## src/sv/whs_ram.sv

```systemverilog
// Generic single-port-write RAM with registered read.
`timescale 1ns / 1ps
module whs_ram #(
  parameter int unsigned WIDTH = 8,
  parameter int unsigned DEPTH = 16,
  localparam int unsigned AW = (DEPTH > 1) ? $clog2(DEPTH) : 1
) (
  input  logic             clk_i,
  input  logic             we_i,
  input  logic [AW-1:0]    waddr_i,
  input  logic [WIDTH-1:0] wdata_i,
  input  logic [AW-1:0]    raddr_i,
  output logic [WIDTH-1:0] rdata_o
);

  logic [WIDTH-1:0] mem_q [DEPTH];
  logic [WIDTH-1:0] rdata_q;

  always_ff @(posedge clk_i) begin
    if (we_i) begin
      mem_q[waddr_i] <= wdata_i;
    end
    rdata_q <= mem_q[raddr_i];
  end

  assign rdata_o = rdata_q;

endmodule

```

## config.mk

```make
export PLATFORM = sky130hd
export DESIGN_NAME = whs_ram
export DESIGN_NICKNAME = d
export VERILOG_FILES = /design/src/sv/whs_ram.sv
export SDC_FILE = /design/constraint.sdc
export NUM_CORES = 1
export LEC_CHECK = 0
export ABC_AREA = 1
export BUFFER_PORTS_ARGS = -buffer_cell sky130_fd_sc_hd__clkbuf_2
export CAP_MARGIN = 20
export CORE_MARGIN = 4
export CORE_UTILIZATION = 35
export DETAILED_ROUTE_END_ITERATION = 10
export PLACE_DENSITY_LB_ADDON = 0.05
export SYNTH_ARGS = -nofsm -noshare
export SYNTH_HDL_FRONTEND = slang
export SYNTH_SLANG_ARGS = --single-unit
export TNS_END_PERCENT = 100
```

## constraint.sdc

```tcl
create_clock -name clk_i -period 3.4 [get_ports clk_i]
set_clock_uncertainty 0.1 [all_clocks]
set_input_delay 1.02 -clock clk_i [delete_from_list [all_inputs] [get_ports clk_i]]
set_output_delay 1.02 -clock clk_i [all_outputs]
set_load 0.02 [all_outputs]
```

==> impl_summary.txt <==
----------------------------------------------------
[Setup path]
  Worst endpoint required time ... roughly 3.6 ns
  Critical path peak fanout ... between 60 and 70
  Classification of the worst setup path ... input port to flop
  Delay of the slowest cell on the worst path ... between 0.5 and 0.6 ns
  Worst path buffer plus inverter count ... 2
  Launching element type of the critical path ... input port
  Reg-to-Reg End ... rdata_o[0]
  Reg2reg setup slack ... 2.24 ns
  Cell-by-cell trace of the critical path ... clkbuf_2 -> buf_4 -> nand2_1 -> nand3_1 -> nand3_1 -> nand3_1 -> nand2_1
  Type of destination of the critical path ... flop
  Cell family with the largest share of critical-path delay ... buffers and inverters
  Slowest stage cell on the critical path ... buf_4
  Most numerous cell on the critical path ... nand3_1
  Crit path arrival time ... roughly 2.3 ns
  Reg2Reg Depth ... 6
  Source of the worst register-to-register timing path ... mem_q[1][0]

[Global route]
  Initial antenna violation count ... 0
  Number of global-route vias before repair ... about 3700
  Global Route Usage Sum ... approximately 16%
  Global route total overflow ... 0
  Maximum number of pins on one net before global-route repair ... 65
  Global-route wire length before repair ... roughly 22000 microns

[Route]
  Final Routed Wirelength ... between 10000 and 15000 microns
  Avg Vias per Cell ... 4.57
  First-pass detailed-route iteration total ... 5
  Wire length per cell after detailed routing ... about 17 microns
  Drc violations ... 0
  Count of routing violations after the opening detailed-route iteration ... approximately 250
  Vias after detailed routing ... 3719
  Final ANT Viol Nets ... 0

[Pwr]
  Switching power as a share of total power ... a little over a fifth
  Seq pwr share ... between 50% and 60%
  Power density over cell area ... between 500 and 600 nW/um^2
  Internal power ... 2.95 mW
  Part of the total power dissipated in the clock network ... a little over two fifths
  Net switching power figure ... just over 0.8 mW
  Worst vdd rail ir drop ... ~0.33 mV
  Proportion of power drawn by combinational gates ... under 10%
  Leak ... ~2.9 nW

[Finish]
  Most frequent standard cell in the layout excluding fill and tap cells ... nand2_1
  Fin util ... approximately two fifths
  Signed area change from the synthesized netlist to the final layout ... 15.0%
  Count of nets after finishing ... ~600
  # diodes ... 0
  Final Cell Area ... about 6600 sq um
  Proportion of layout cells with a drive suffix above 1 ... 10.9%
  Area used by multi-input combinational logic ... 1210 sq um
  Sequential Area ... around 4000 sq um
  Number of inserted filler cells in the final layout ... approximately 1600
  Commonest cells after routing, fill and taps aside ... nand2_1, edfxtp_1, inv_1, nand3_1, clkbuf_2

[Job]
  Total of max-cap violations ... 0

[Floorplanning]
  Site Rows ... 46
  Effective utilization at floorplan ... around 36%
  Area of the die ... between 15000 and 20000 sq um
  Ports placed on the boundary ... 26
  Width of the die ... about 140 microns
  Placeable core region ... 16000 sq um
  Vertical die dimension ... 136 microns

[Run status]
  Run status ... finished, final reports clean

[Timing]
  Total count of max-transition violations in the final report ... 0
  Setup TNS ... 0 ns
  Final Critical Period ... 2.15 ns
  Tcrit/Tclk final ... between 60 and 70%
  Final setup violation count ... 0
  Timing-limited maximum frequency ... 465 MHz
  Final count of hold timing violations ... 0
  Setup repair after global routing missed its margin ... no
  Relative max-transition margin ... about 45%
  Slew at the pin closest to its max-slew limit ... 0.829 ns

[Clocking]
  Root Driver ... clkbuf_16
  Latest clock arrival within the worst-skew pair ... ~0.41 ns
  Post-CTS resize count ... 0
  Clk slew on worst S/H paths ... around 0.050 ns
  Post-CTS setup buffers ... 0
  CTS H-tree lvls ... 4
  Cts bufs inserted ... 17
  CTS hold repair buffers ... 0
  CTS tree ... yes
  Buffer depth of the longest clock path ... 2
  TritonCTS Sinks ... between 100 and 150

[Min path]
  Hold path endpoint ... rdata_o[4]
  Worst Hold Path Cells ... 6
  Min-Delay Path Class ... flop to flop
  Hold wc startpoint ... mem_q[15][4]

[Logic synthesis]
  Register area share after synthesis ... between 60% and 70%
  Synthesized instance count ... 551
  Syn nets ... 569
  Synthesized area per cell ... around 10 sq um
  Seq cells post-synth ... about 140
  Number of distinct library cells after synthesis ... 12
  Post-synth design cell area ... between 5000 and 6000 sq um
  YS warnings ... 0

[Placement]
  Placement Cell Area ... roughly 6100 sq um
  Port Buffer Count ... 25
  Gp weighted congestion ... roughly 0.80
  Estimated wirelength of the detail-placed design ... a little under 9000 microns

----------------------------------------------------
## flip-flops by register name, summed over array words and instances (netlist names)
name / cells
mem_q: 128
rdata_o: 8
## cells by family after synthesis
logic type / after synthesis / share of synthesized area [%]
simple gates: 289 / 21.0
flops: 136 / 69.4
buf+inv: 126 / 9.52
## final cells by class
class / instances / share of cell area, %
well taps: 216 / 4.07
multi-input cells: 289 / 18.3
repair buffers: 38 / 3.55
clock inverters: 4 / 0.302
clock buffers: 28 / 7.64
flip-flops and latches: 136 / 60.4
inverters: 102 / 5.77
## worst reg2reg max path, delay by kind of cell, from the launching register on
| kind | cells | cell delay [ns] |
|---|---|---|
| simple gates | 5 | 0.54 |
| flops | 1 | 0.36 |
| buf+inv | 1 | 0.06 |
## power by group through the flow
stage                     combinational (mW)  sequential, mW  clock [mW]
final                                  0.241            1.89        1.63
after floorplan                        0.132            1.93           0
after detailed placement               0.246            1.92           0
after global placement                 0.247            1.92           0
after global routing                   0.273            1.89        1.75
after CTS                              0.247            1.89        1.67
## worst max-delay path by stage
| stage | startpoint | endpoint | slack (ns) | cells past startpoint |
|---|---|---|---|---|
| final | raddr_i[0] | rdata_o[6] | 1.25 | 7 |
| after global placement | raddr_i[0] | rdata_o[7] | 0.84 | 8 |
| after floorplan | waddr_i[2] | mem_q[10][0] | 1.33 | 2 |
| after CTS | raddr_i[0] | rdata_o[6] | 1.26 | 7 |
| after detailed placement | raddr_i[0] | rdata_o[6] | 0.84 | 7 |
| after global routing | raddr_i[0] | rdata_o[7] | 1.10 | 7 |
## synth_stat cells
cell type | count | area [sq um]
buf_6 | 6 | 67.6
nand3b_1 | 2 | 15.0
inv_1 | 100 | 375
dfxtp_1 | 8 | 160
nand3_1 | 97 | 485
nand2_1 | 173 | 649
buf_4 | 4 | 30.0
nor2_1 | 17 | 63.8
edfxtp_1 | 128 | 3840
inv_2 | 2 | 7.51
buf_1 | 1 | 3.75
buf_2 | 13 | 65.1
## per-layer routing
metal | vias to the layer above | GRT usage (%) | share of wire [%]
li1 | 1837 | - | -
met1 | 1771 | 24.2 | 50
met2 | 99 | 24.1 | 44
met3 | 12 | 3.89 | 4.8
met4 | 0 | 5.32 | 1.5
met5 | - | 0 | 0
## metrics by stage
stage                     power (mW)  worst slack, ns  hold slack (ns)  instances
after floorplan                 2.06             1.33            0.507        551
after global placement          2.17            0.838            0.557        781
after detailed placement        2.17            0.839            0.544        781
after CTS                       3.80             1.26            0.564        813
after global routing            3.91             1.10            0.646        813
final                           3.76             1.25            0.558        813
(Power assumes the default switching activity.)
